**src/sv/swhr_pkg.sv**
```systemverilog
// ----------------------------------------------------------------------------
// swhr_pkg
// Shared types, codes and constants of the single-wire humidity sensor reader.
// ----------------------------------------------------------------------------
package swhr_pkg;

	// number of data bits in one reading: five bytes, most significant first
	localparam int DATA_BITS = 40;

	// two handshake phases, then a low and a high phase per data bit
	localparam logic [6:0] NUM_PHASES = 7'(2 + 2 * DATA_BITS);

	// APB address width: five registers at byte addresses 4*i
	localparam int ADDR_W = 5;

	// register reset values
	localparam logic [15:0] START_LOW_RST = 16'd5000;
	localparam logic [15:0] HS_TMO_RST    = 16'd1000;
	localparam logic [9:0]  BIT_TMO_RST   = 10'd100;
	localparam logic [9:0]  ONE_THR_RST   = 10'd40;

	// divide by five as a multiply by a rounded-up reciprocal, exact below 2^19
	localparam logic [18:0] RECIP5       = 19'd419431;
	localparam int          RECIP5_SHIFT = 21;

	// Fahrenheit offset in fifths of a tenth: 32.0 degrees * 10 * 5
	localparam logic signed [19:0] F_OFFSET_HALF = 20'sd1600;

	typedef enum logic [2:0] {
		REG_START_LOW = 3'd0,
		REG_HS_TMO    = 3'd1,
		REG_BIT_TMO   = 3'd2,
		REG_ONE_THR   = 3'd3,
		REG_FAHR      = 3'd4
	} reg_idx_t;

	typedef enum logic [1:0] {
		STAT_GOOD     = 2'd0,
		STAT_TIMEOUT  = 2'd1,
		STAT_CHECKSUM = 2'd2
	} status_t;

	typedef struct packed {
		logic [15:0] start_low;
		logic [15:0] hs_tmo;
		logic [9:0]  bit_tmo;
		logic [9:0]  one_thr;
		logic        fahr;
	} cfg_t;

	// result of the control stage, before decoding
	typedef struct packed {
		logic                 drive;
		logic                 busy;
		logic                 done;
		logic                 tmo;
		logic [DATA_BITS-1:0] bits;
	} s1_t;

endpackage

```
**src/sv/swhr_regs.sv**
```systemverilog
// ----------------------------------------------------------------------------
// swhr_regs
// APB register file holding the reader's timing and scale settings.
// ----------------------------------------------------------------------------
module swhr_regs (
	input  logic                       clk,
	input  logic                       arst_n,
	input  logic                       psel,
	input  logic                       penable,
	input  logic                       pwrite,
	input  logic [swhr_pkg::ADDR_W-1:0] paddr,
	input  logic [31:0]                pwdata,
	output logic [31:0]                prdata,
	output logic                       pready,
	output swhr_pkg::cfg_t             cfg
);
	import swhr_pkg::*;

	cfg_t     cfg_q;
	reg_idx_t idx;
	logic     wr;

	assign idx    = reg_idx_t'(paddr[ADDR_W-1:2]);
	assign wr     = psel && penable && pwrite;
	assign pready = 1'b1;
	assign cfg    = cfg_q;

	// write the addressed register on the access cycle
	always_ff @(posedge clk or negedge arst_n) begin
		if (!arst_n) begin
			cfg_q.start_low <= START_LOW_RST;
			cfg_q.hs_tmo    <= HS_TMO_RST;
			cfg_q.bit_tmo   <= BIT_TMO_RST;
			cfg_q.one_thr   <= ONE_THR_RST;
			cfg_q.fahr      <= 1'b0;
		end else if (wr) begin
			case (idx)
				REG_START_LOW: cfg_q.start_low <= pwdata[15:0];
				REG_HS_TMO:    cfg_q.hs_tmo    <= pwdata[15:0];
				REG_BIT_TMO:   cfg_q.bit_tmo   <= pwdata[9:0];
				REG_ONE_THR:   cfg_q.one_thr   <= pwdata[9:0];
				REG_FAHR:      cfg_q.fahr      <= pwdata[0];
				default: ;
			endcase
		end
	end

	// return the addressed register, zero beyond the list
	always_comb begin
		case (idx)
			REG_START_LOW: prdata = {16'd0, cfg_q.start_low};
			REG_HS_TMO:    prdata = {16'd0, cfg_q.hs_tmo};
			REG_BIT_TMO:   prdata = {22'd0, cfg_q.bit_tmo};
			REG_ONE_THR:   prdata = {22'd0, cfg_q.one_thr};
			REG_FAHR:      prdata = {31'd0, cfg_q.fahr};
			default:       prdata = 32'd0;
		endcase
	end

endmodule

```
**src/sv/swhr_ctrl.sv**
```systemverilog
// ----------------------------------------------------------------------------
// swhr_ctrl
// Start pulse and phase timing: one tick per item, result into stage one.
// ----------------------------------------------------------------------------
module swhr_ctrl (
	input  logic           clk,
	input  logic           arst_n,
	input  swhr_pkg::cfg_t cfg,
	input  logic           in_valid,
	output logic           in_ready,
	input  logic           req_type,
	input  logic           pin_level,
	output logic           s1_valid,
	input  logic           s2_ready,
	output swhr_pkg::s1_t  s1
);
	import swhr_pkg::*;

	typedef enum logic [1:0] {
		ST_IDLE,
		ST_START,
		ST_PHASE
	} state_t;

	state_t               st_q, st_n;
	logic [6:0]           phase_q, ph_n;
	logic                 seen_q, seen_n;
	logic [15:0]          cnt_q, cnt_n;
	logic [DATA_BITS-1:0] bits_q, bits_n;
	logic                 v_s1;
	s1_t                  res, res_s1;
	logic                 acc;

	// phase decode for the current sample and for a following phase
	logic        hs_a, match_a, hold_a, tmo_a, lim_b_zero;
	logic [15:0] lim_a, cnt_a, cnt_inc;
	logic [6:0]  ph_b, ph_c;
	logic [DATA_BITS-1:0] bits_lvl;
	logic        fin, fin_tmo;

	assign in_ready = !v_s1 || s2_ready;
	assign acc      = in_valid && in_ready;
	assign s1_valid = v_s1;
	assign s1       = res_s1;

	assign hs_a    = phase_q < 7'd2;
	assign lim_a   = hs_a ? cfg.hs_tmo : {6'd0, cfg.bit_tmo};
	assign match_a = pin_level == phase_q[0];
	assign hold_a  = !seen_q || match_a;
	assign cnt_a   = (!seen_q && match_a) ? 16'd0 : cnt_q;
	assign tmo_a   = cnt_a >= lim_a;
	assign cnt_inc = cnt_q + 16'd1;
	assign ph_b    = phase_q + 7'd1;
	assign ph_c    = phase_q + 7'd2;
	// the phase after a level change starts on this same sample
	assign lim_b_zero = (phase_q == 7'd0) ? (cfg.hs_tmo == 16'd0) : (cfg.bit_tmo == 10'd0);
	// close a high data phase with its measured time
	assign bits_lvl = (!hs_a && phase_q[0])
		? {bits_q[DATA_BITS-2:0], cnt_q > {6'd0, cfg.one_thr}} : bits_q;

	// next state and result of one item
	always_comb begin
		st_n    = st_q;
		ph_n    = phase_q;
		seen_n  = seen_q;
		cnt_n   = cnt_q;
		bits_n  = bits_q;
		fin     = 1'b0;
		fin_tmo = 1'b0;
		res     = '0;
		if (req_type) begin
			ph_n      = 7'd0;
			seen_n    = 1'b0;
			cnt_n     = 16'd0;
			bits_n    = '0;
			st_n      = (cfg.start_low != 16'd0) ? ST_START : ST_PHASE;
			res.drive = cfg.start_low != 16'd0;
			res.busy  = 1'b1;
		end else begin
			case (st_q)
				ST_START: begin
					res.busy = 1'b1;
					if (cnt_inc >= cfg.start_low) begin
						st_n  = ST_PHASE;
						cnt_n = 16'd0;
					end else begin
						cnt_n     = cnt_inc;
						res.drive = 1'b1;
					end
				end
				ST_PHASE: begin
					res.busy = 1'b1;
					if (hold_a) begin
						if (tmo_a) begin
							if (hs_a) begin
								fin     = 1'b1;
								fin_tmo = 1'b1;
							end else begin
								// timed-out data phase counts as zero
								if (phase_q[0]) begin
									bits_n = {bits_q[DATA_BITS-2:0], 1'b0};
								end
								ph_n   = ph_b;
								seen_n = 1'b0;
								cnt_n  = 16'd0;
								fin    = ph_b >= NUM_PHASES;
							end
						end else begin
							// count while waiting for the level as well as while it holds
							seen_n = seen_q || match_a;
							cnt_n  = cnt_a + 16'd1;
						end
					end else begin
						bits_n = bits_lvl;
						if (ph_b >= NUM_PHASES) begin
							fin = 1'b1;
						end else if (lim_b_zero) begin
							if (phase_q == 7'd0) begin
								fin     = 1'b1;
								fin_tmo = 1'b1;
							end else begin
								if (ph_b[0]) begin
									bits_n = {bits_lvl[DATA_BITS-2:0], 1'b0};
								end
								ph_n   = ph_c;
								seen_n = 1'b0;
								cnt_n  = 16'd0;
								fin    = ph_c >= NUM_PHASES;
							end
						end else begin
							ph_n   = ph_b;
							seen_n = 1'b1;
							cnt_n  = 16'd1;
						end
					end
				end
				default: st_n = ST_IDLE;
			endcase
		end
		// end of reading: back to idle, keep the bits for decoding
		if (fin) begin
			st_n     = ST_IDLE;
			ph_n     = 7'd0;
			seen_n   = 1'b0;
			cnt_n    = 16'd0;
			res.busy = 1'b0;
			res.done = 1'b1;
			res.tmo  = fin_tmo;
		end
		res.bits = bits_n;
	end

	// hold state and the stage-one result
	always_ff @(posedge clk or negedge arst_n) begin
		if (!arst_n) begin
			st_q    <= ST_IDLE;
			phase_q <= 7'd0;
			seen_q  <= 1'b0;
			cnt_q   <= 16'd0;
			bits_q  <= '0;
			v_s1    <= 1'b0;
			res_s1  <= '0;
		end else begin
			if (acc) begin
				st_q    <= st_n;
				phase_q <= ph_n;
				seen_q  <= seen_n;
				cnt_q   <= cnt_n;
				bits_q  <= bits_n;
				res_s1  <= res;
			end
			if (in_ready) begin
				v_s1 <= in_valid;
			end
		end
	end

	a_phase_range: assert property (@(posedge clk) disable iff (!arst_n)
		st_q == ST_PHASE |-> phase_q < NUM_PHASES)
		else $error("phase index beyond last phase");

	a_rest_clear: assert property (@(posedge clk) disable iff (!arst_n)
		(st_q != ST_PHASE) |-> (phase_q == 7'd0 && !seen_q))
		else $error("phase state left over outside the timed phases");

	a_done_idle: assert property (@(posedge clk) disable iff (!arst_n)
		(acc && res.done) |=> (st_q == ST_IDLE && phase_q == 7'd0 && !seen_q))
		else $error("finished reading did not return to idle");

endmodule

```
**src/sv/swhr_conv.sv**
```systemverilog
// ----------------------------------------------------------------------------
// swhr_conv
// Decode the five bytes, check the sum and scale temperature to the output.
// ----------------------------------------------------------------------------
module swhr_conv (
	input  logic                clk,
	input  logic                arst_n,
	input  logic                fahr,
	input  logic                s1_valid,
	output logic                s1_ready,
	input  swhr_pkg::s1_t       s1,
	output logic                out_valid,
	input  logic                out_ready,
	output logic                drive_low,
	output logic                busy_res,
	output logic                done_res,
	output logic [1:0]          status,
	output logic [15:0]         humidity_tenths,
	output logic signed [16:0]  temperature_tenths
);
	import swhr_pkg::*;

	typedef struct packed {
		logic               drive;
		logic               busy;
		logic               done;
		status_t            stat;
		logic               meas;
		logic [15:0]        hum;
		logic signed [16:0] cel;
		logic               fneg;
		logic [18:0]        fx;
	} s2_t;

	s2_t                prep, s2_q;
	logic               v_s2, v_o;
	logic               en_o, en2;
	logic [7:0]         sum8;
	logic [14:0]        mag;
	logic signed [16:0] cel;
	logic signed [19:0] cel_x, w, w_abs;
	logic [37:0]        prod;
	logic [15:0]        fq;
	logic signed [16:0] temp_n;

	assign en_o     = !v_o || out_ready;
	assign en2      = !v_s2 || en_o;
	assign s1_ready = en2;
	assign out_valid = v_o;

	// split bytes, check sum, form Fahrenheit fifths of a tenth 9*C + 1600
	assign sum8  = s1.bits[39:32] + s1.bits[31:24] + s1.bits[23:16] + s1.bits[15:8];
	assign mag   = {s1.bits[22:16], s1.bits[15:8]};
	assign cel   = s1.bits[23] ? -$signed({2'b00, mag}) : $signed({2'b00, mag});
	assign cel_x = 20'(cel);
	assign w     = (cel_x <<< 3) + cel_x + F_OFFSET_HALF;
	assign w_abs = w[19] ? -w : w;

	always_comb begin
		prep.drive = s1.drive;
		prep.busy  = s1.busy;
		prep.done  = s1.done;
		prep.meas  = s1.done && !s1.tmo;
		prep.stat  = STAT_GOOD;
		if (s1.done) begin
			if (s1.tmo) begin
				prep.stat = STAT_TIMEOUT;
			end else if (sum8 != s1.bits[7:0]) begin
				prep.stat = STAT_CHECKSUM;
			end
		end
		prep.hum  = prep.meas ? s1.bits[39:24] : 16'd0;
		prep.cel  = prep.meas ? cel : 17'sd0;
		prep.fneg = w[19];
		// round to nearest: (|w| + 2) / 5
		prep.fx   = 19'(w_abs) + 19'd2;
	end

	// divide by five and apply the sign
	assign prod = 38'(s2_q.fx) * 38'(RECIP5);
	assign fq   = prod[RECIP5_SHIFT+15:RECIP5_SHIFT];
	assign temp_n = (fahr && s2_q.meas)
		? (s2_q.fneg ? -$signed({1'b0, fq}) : $signed({1'b0, fq})) : s2_q.cel;

	// advance stage two and the output register
	always_ff @(posedge clk or negedge arst_n) begin
		if (!arst_n) begin
			v_s2 <= 1'b0;
			v_o  <= 1'b0;
		end else begin
			if (en2) begin
				v_s2 <= s1_valid;
			end
			if (en_o) begin
				v_o <= v_s2;
			end
		end
	end

	always_ff @(posedge clk) begin
		if (en2 && s1_valid) begin
			s2_q <= prep;
		end
		if (en_o && v_s2) begin
			drive_low          <= s2_q.drive;
			busy_res           <= s2_q.busy;
			done_res           <= s2_q.done;
			status             <= s2_q.stat;
			humidity_tenths    <= s2_q.hum;
			temperature_tenths <= temp_n;
		end
	end

	a_tmo_zero: assert property (@(posedge clk) disable iff (!arst_n)
		(out_valid && status == STAT_TIMEOUT) |->
			(humidity_tenths == 16'd0 && temperature_tenths == 17'sd0))
		else $error("timeout result carries measurement");

	a_status_done: assert property (@(posedge clk) disable iff (!arst_n)
		(out_valid && !done_res) |->
			(status == STAT_GOOD && humidity_tenths == 16'd0 && temperature_tenths == 17'sd0))
		else $error("status or data without finished reading");

	a_done_released: assert property (@(posedge clk) disable iff (!arst_n)
		(out_valid && done_res) |-> (!busy_res && !drive_low))
		else $error("finished reading still busy or driving");

endmodule

```
**src/sv/single_wire_humidity_sensor_reader.sv**
```systemverilog
// ----------------------------------------------------------------------------
// single_wire_humidity_sensor_reader
// Single-wire humidity and temperature sensor reader, one tick per item.
// ----------------------------------------------------------------------------
// Pipeline: an accepted item's result passes the control, decode and output
// registers, the scaling multiply before the last. Throughput: one item per
// cycle unless out_ready stalls it; a stalled output holds up to two more items.
// Reset: arst_n clears state to idle and registers to their reset values
// (5000, 1000, 100, 40, Celsius); no clearing pass is needed.
// ----------------------------------------------------------------------------
module single_wire_humidity_sensor_reader (
	input  logic                        clk,
	input  logic                        arst_n,
	input  logic                        psel,
	input  logic                        penable,
	input  logic                        pwrite,
	input  logic [swhr_pkg::ADDR_W-1:0] paddr,
	input  logic [31:0]                 pwdata,
	output logic [31:0]                 prdata,
	output logic                        pready,
	input  logic                        in_valid,
	output logic                        in_ready,
	input  logic                        req_type,
	input  logic                        pin_level,
	output logic                        out_valid,
	input  logic                        out_ready,
	output logic                        drive_low,
	output logic                        busy_res,
	output logic                        done_res,
	output logic [1:0]                  status,
	output logic [15:0]                 humidity_tenths,
	output logic signed [16:0]          temperature_tenths
);
	import swhr_pkg::*;

	cfg_t cfg;
	s1_t  s1;
	logic s1_valid, s2_ready;

	// configuration registers
	swhr_regs u_regs (
		.clk     (clk),
		.arst_n  (arst_n),
		.psel    (psel),
		.penable (penable),
		.pwrite  (pwrite),
		.paddr   (paddr),
		.pwdata  (pwdata),
		.prdata  (prdata),
		.pready  (pready),
		.cfg     (cfg)
	);

	// tick timing and bit capture
	swhr_ctrl u_ctrl (
		.clk       (clk),
		.arst_n    (arst_n),
		.cfg       (cfg),
		.in_valid  (in_valid),
		.in_ready  (in_ready),
		.req_type  (req_type),
		.pin_level (pin_level),
		.s1_valid  (s1_valid),
		.s2_ready  (s2_ready),
		.s1        (s1)
	);

	// decode, checksum and scaling
	swhr_conv u_conv (
		.clk                (clk),
		.arst_n             (arst_n),
		.fahr               (cfg.fahr),
		.s1_valid           (s1_valid),
		.s1_ready           (s2_ready),
		.s1                 (s1),
		.out_valid          (out_valid),
		.out_ready          (out_ready),
		.drive_low          (drive_low),
		.busy_res           (busy_res),
		.done_res           (done_res),
		.status             (status),
		.humidity_tenths    (humidity_tenths),
		.temperature_tenths (temperature_tenths)
	);

endmodule

```
**config.mk**
```make
export PLATFORM = sky130hd
export DESIGN_NAME = single_wire_humidity_sensor_reader
export DESIGN_NICKNAME = d
export VERILOG_FILES = /design/src/sv/swhr_pkg.sv /design/src/sv/swhr_regs.sv /design/src/sv/swhr_ctrl.sv /design/src/sv/swhr_conv.sv /design/src/sv/single_wire_humidity_sensor_reader.sv
export SDC_FILE = /design/constraint.sdc
export NUM_CORES = 1
export LEC_CHECK = 0
export ABC_AREA = 1
export BUFFER_PORTS_ARGS = -buffer_cell sky130_fd_sc_hd__buf_2
export CAP_MARGIN = 20
export CORE_ASPECT_RATIO = 1.1
export CORE_MARGIN = 5
export CORE_UTILIZATION = 60
export DETAILED_ROUTE_END_ITERATION = 10
export GPL_TIMING_DRIVEN = 1
export PLACE_DENSITY = 0.78
export SYNTH_ARGS = -nofsm -noshare
export SYNTH_HDL_FRONTEND = slang
export SYNTH_HIERARCHICAL = 1
export SYNTH_SLANG_ARGS = --single-unit
```
**constraint.sdc**
```tcl
create_clock -name clk -period 15.9 [get_ports clk]
set_input_delay 0.795 -clock clk [delete_from_list [all_inputs] [get_ports clk]]
set_output_delay 0.795 -clock clk [all_outputs]
set_load 0.02 [all_outputs]
```
==> impl_results.md <==
* PostCTS Resize Cnt at 0
* FP Rows at 76
* Setup_tns at 0 ps
* Final worst-path cycle share at 0.422
* Die ar. at 43,600 um2
* Reg2Reg Launch Point: u_conv/s2_q[2]$_DFFE_PP_
* Met1 GRT Util at 0.361
* CP max FO at 7
* Startpoint types: register
* Slew Limit Headroom at 0.269
* # Max-Cap Violations at 0
* Critical path class: reg2reg
* Grt ovf at 0
* Antenna fix cells at 0
* Global-route wire length before repair at 102,000 um
* FF-to-FF End: u_conv/temperature_tenths[14]$_DFFE_PP_
* Post-cts hold buffer count at 0
* Reg-to-reg slack, setup at 9190 ps
* Top_reg_cell synth: dfrtp_1
* GRT Util Overall at 0.287
* Met2 usage at 0.502
* IO Pins at between 100 and 150
* Clk sinks at 223
* Post-synth top cells: nand2_1 (749), inv_1 (638), ha_1 (250), nor2_1 (200), nand3_1 (198)
* Clock tree from TritonCTS: built
* R2R cell count at 25
* Final WL at 62,400 um
* Vias per Instance at 5.53
* I/O Buffers at 83
* Dpl hpwl at 49,000 um
* Final Max Tran Viols at 0
* Required time worst endpoint at roughly 16,000 ps
* Cells after Synth at 3,164
* Clk Latency, worst-skew pair at 560 ps
* Fmax at 0.149 GHz
* Final setup violation count at 0
* Starting density of the core at 0.606
* Critical path arrival at 7000 ps
* Endpoints failing hold at 0
* Number of buffers created by CTS at 25
* Worst-path clk slew at 60 ps
* Die width at 200 um
* Drc violations at 0
* Most common cell in the synthesized netlist: nand2_1
* CP Capture Type: register
* Period minus WS final at 6710 ps
* Largest area contributor in the netlist: ha_1
* CTS H-tree depth at 1
* Routability-driven placement congestion ratio at 0.962
* Share of the synthesized area in the top cell type at 0.132
* Most used routing layer: met2
* Clk root buf: clkbuf_16
* HP Class: in2async
* Initial antenna violation count at 1
* ANT nets after route at 0
* Die H at 219 um
* EDFF count, synth at 97
* Buffer levels on the longest clock path at 3
* Postcts setup bufs at 0
* Final nets at roughly 3,600
* Ys async rst share at 0.565
* Register area share after synthesis at 0.256
* Proportion of layout cells with a drive suffix above 1 at 0.0766
* RSZ-0062 raised after global routing: false
* Ranking of synthesized cells by area: ha_1 (13%), edfxtp_1 (12%), fa_1 (12%)
* Vias at 20,700
* Synth unique cells at 57
* Status: finished, final reports clean
* Syn_area_per_cell at 7.50 um2
* Vias in the first global route at 20,500
* Ys Warns at 6
* Final worst setup slack at 9190 ps
* Core Region at 39,200 um2
* TritonRoute pass-1 iters at 7
* Initial DRC count at about 1,500
* Largest net degree at the start of global routing at 76
* Fillers at 3,388
* Pre-CTS WS at 9310 ps
* Mean routed wirelength per cell at 16.7 um
* Cell Area, Synth at 23,700 um2
* Synth-to-layout area growth at 6.64%
* Global Route met3 Usage at 0.0339
* Clock skew at ~34 ps
* Worst Tran Pin Value at between 1000 and 1500 ps
* Synth Register Bits at about 220
[state kept, by name, indices dropped and copies added (netlist names)]
name	flops
u_conv/busy_res	1
u_conv/done_res	1
u_conv/drive_low	1
u_conv/humidity_tenths	16
u_conv/out_valid	1
u_conv/s2_q	59
u_conv/status	2
u_conv/temperature_tenths	17
u_conv/v_s2	1
u_ctrl/cnt_q	16
u_ctrl/phase_q	7
u_ctrl/s1	44
u_ctrl/s1_valid	1
u_ctrl/seen_q	1
u_ctrl/st_q	2
u_regs/cfg	53
[stage by stage]
step,hold slack [ps],util,cell area [um2],cells
final,279,0.646,25300,3732
after floorplan,400,-,23800,3179
after global routing,328,0.646,25300,3732
after CTS,278,0.643,25200,3728
after global placement,404,0.621,24300,3683
after detailed placement,405,0.621,24300,3683
[area by class of cell]
class                           count  area [um2]  share of cell area
Multi-Input combinational cell   2211       14700               0.582
Inverter                          656        2460              0.0974
Tap cell                          507         634              0.0251
Clock inverter                     13         190             0.00752
Clock buffer                       32         672              0.0266
Timing Repair Buffer               90         536              0.0212
Sequential cell                   223        6090               0.241
[how the worst max path moves through the flow]
stage	from	endpoint	slack, ps	depth (start not counted)
2_1_floorplan	u_conv/s2_q[2]$_DFFE_PP_	u_conv/temperature_tenths[14]$_DFFE_PP_	10110	27
3_3_place_gp	u_conv/s2_q[8]$_DFFE_PP_	u_conv/temperature_tenths[11]$_DFFE_PP_	9300	21
3_5_place_dp	u_conv/s2_q[2]$_DFFE_PP_	u_conv/temperature_tenths[11]$_DFFE_PP_	9310	23
4_1_cts	u_conv/s2_q[2]$_DFFE_PP_	u_conv/temperature_tenths[11]$_DFFE_PP_	9270	23
5_1_grt	u_conv/s2_q[2]$_DFFE_PP_	u_conv/temperature_tenths[14]$_DFFE_PP_	8850	27
6_report	u_conv/s2_q[2]$_DFFE_PP_	u_conv/temperature_tenths[14]$_DFFE_PP_	9190	25
[cells in the final DEF, fill, tap and decap left out, types with 97 or more instances in the layout]
| master | netlist | routed |
|---|---|---|
| o21ai_0 | 143 | 143 |
| fa_1 | 143 | 143 |
| edfxtp_1 | 97 | 97 |
| nor2_1 | 200 | 200 |
| ha_1 | 250 | 250 |
| nand2_1 | 749 | 748 |
| inv_1 | 638 | 637 |
| a21oi_1 | 120 | 119 |
| nand3_1 | 198 | 198 |
| dfrtp_1 | 110 | 110 |
[kinds of logic (layout without fill, tap and decap cells)]
kind of cell               after synthesis  after routing  synth area share
and+or+nand+nor                       1293           1293             0.236
buffers and inverters                  745            791             0.126
AOI/OAI and AO/OA                      421            421            0.0954
adders and majority gates              393            393             0.252
DFF                                    223            223             0.256
xor gates and xnor gates                80             80            0.0302
muxes                                    7              7           0.00295
other                                    2             17          0.000316
[layer usage]
layer | part of all wire | up-vias
met5 | 0.00032 | -
met4 | 0.047 | 2
met3 | 0.058 | 182
met2 | 0.49 | 762
met1 | 0.40 | 9655
li1 | - | 10100
[worst max-delay path, stage by stage (launching register included)]
cell and delay (ps):
edfxtp_1 560, ha_1 500, xor2_1 330, ha_1 340, fa_1 520, fa_1 530
fa_1 540, inv_1 50, fa_1 520, inv_1 40, ha_1 320, nand2_1 140
inv_1 50, a21oi_1 200, nand2_1 110, inv_1 60, nand2_1 60, xor2_1 430
ha_1 290, nand3_1 110, nor2_1 200, nand2_1 110, nand2_1 160, nand3_1 100
nand3_1 90, nand2_1 60
Power is not shown: default switching activity piles up to over one toggle a cycle in this logic, so the estimate is an artifact.
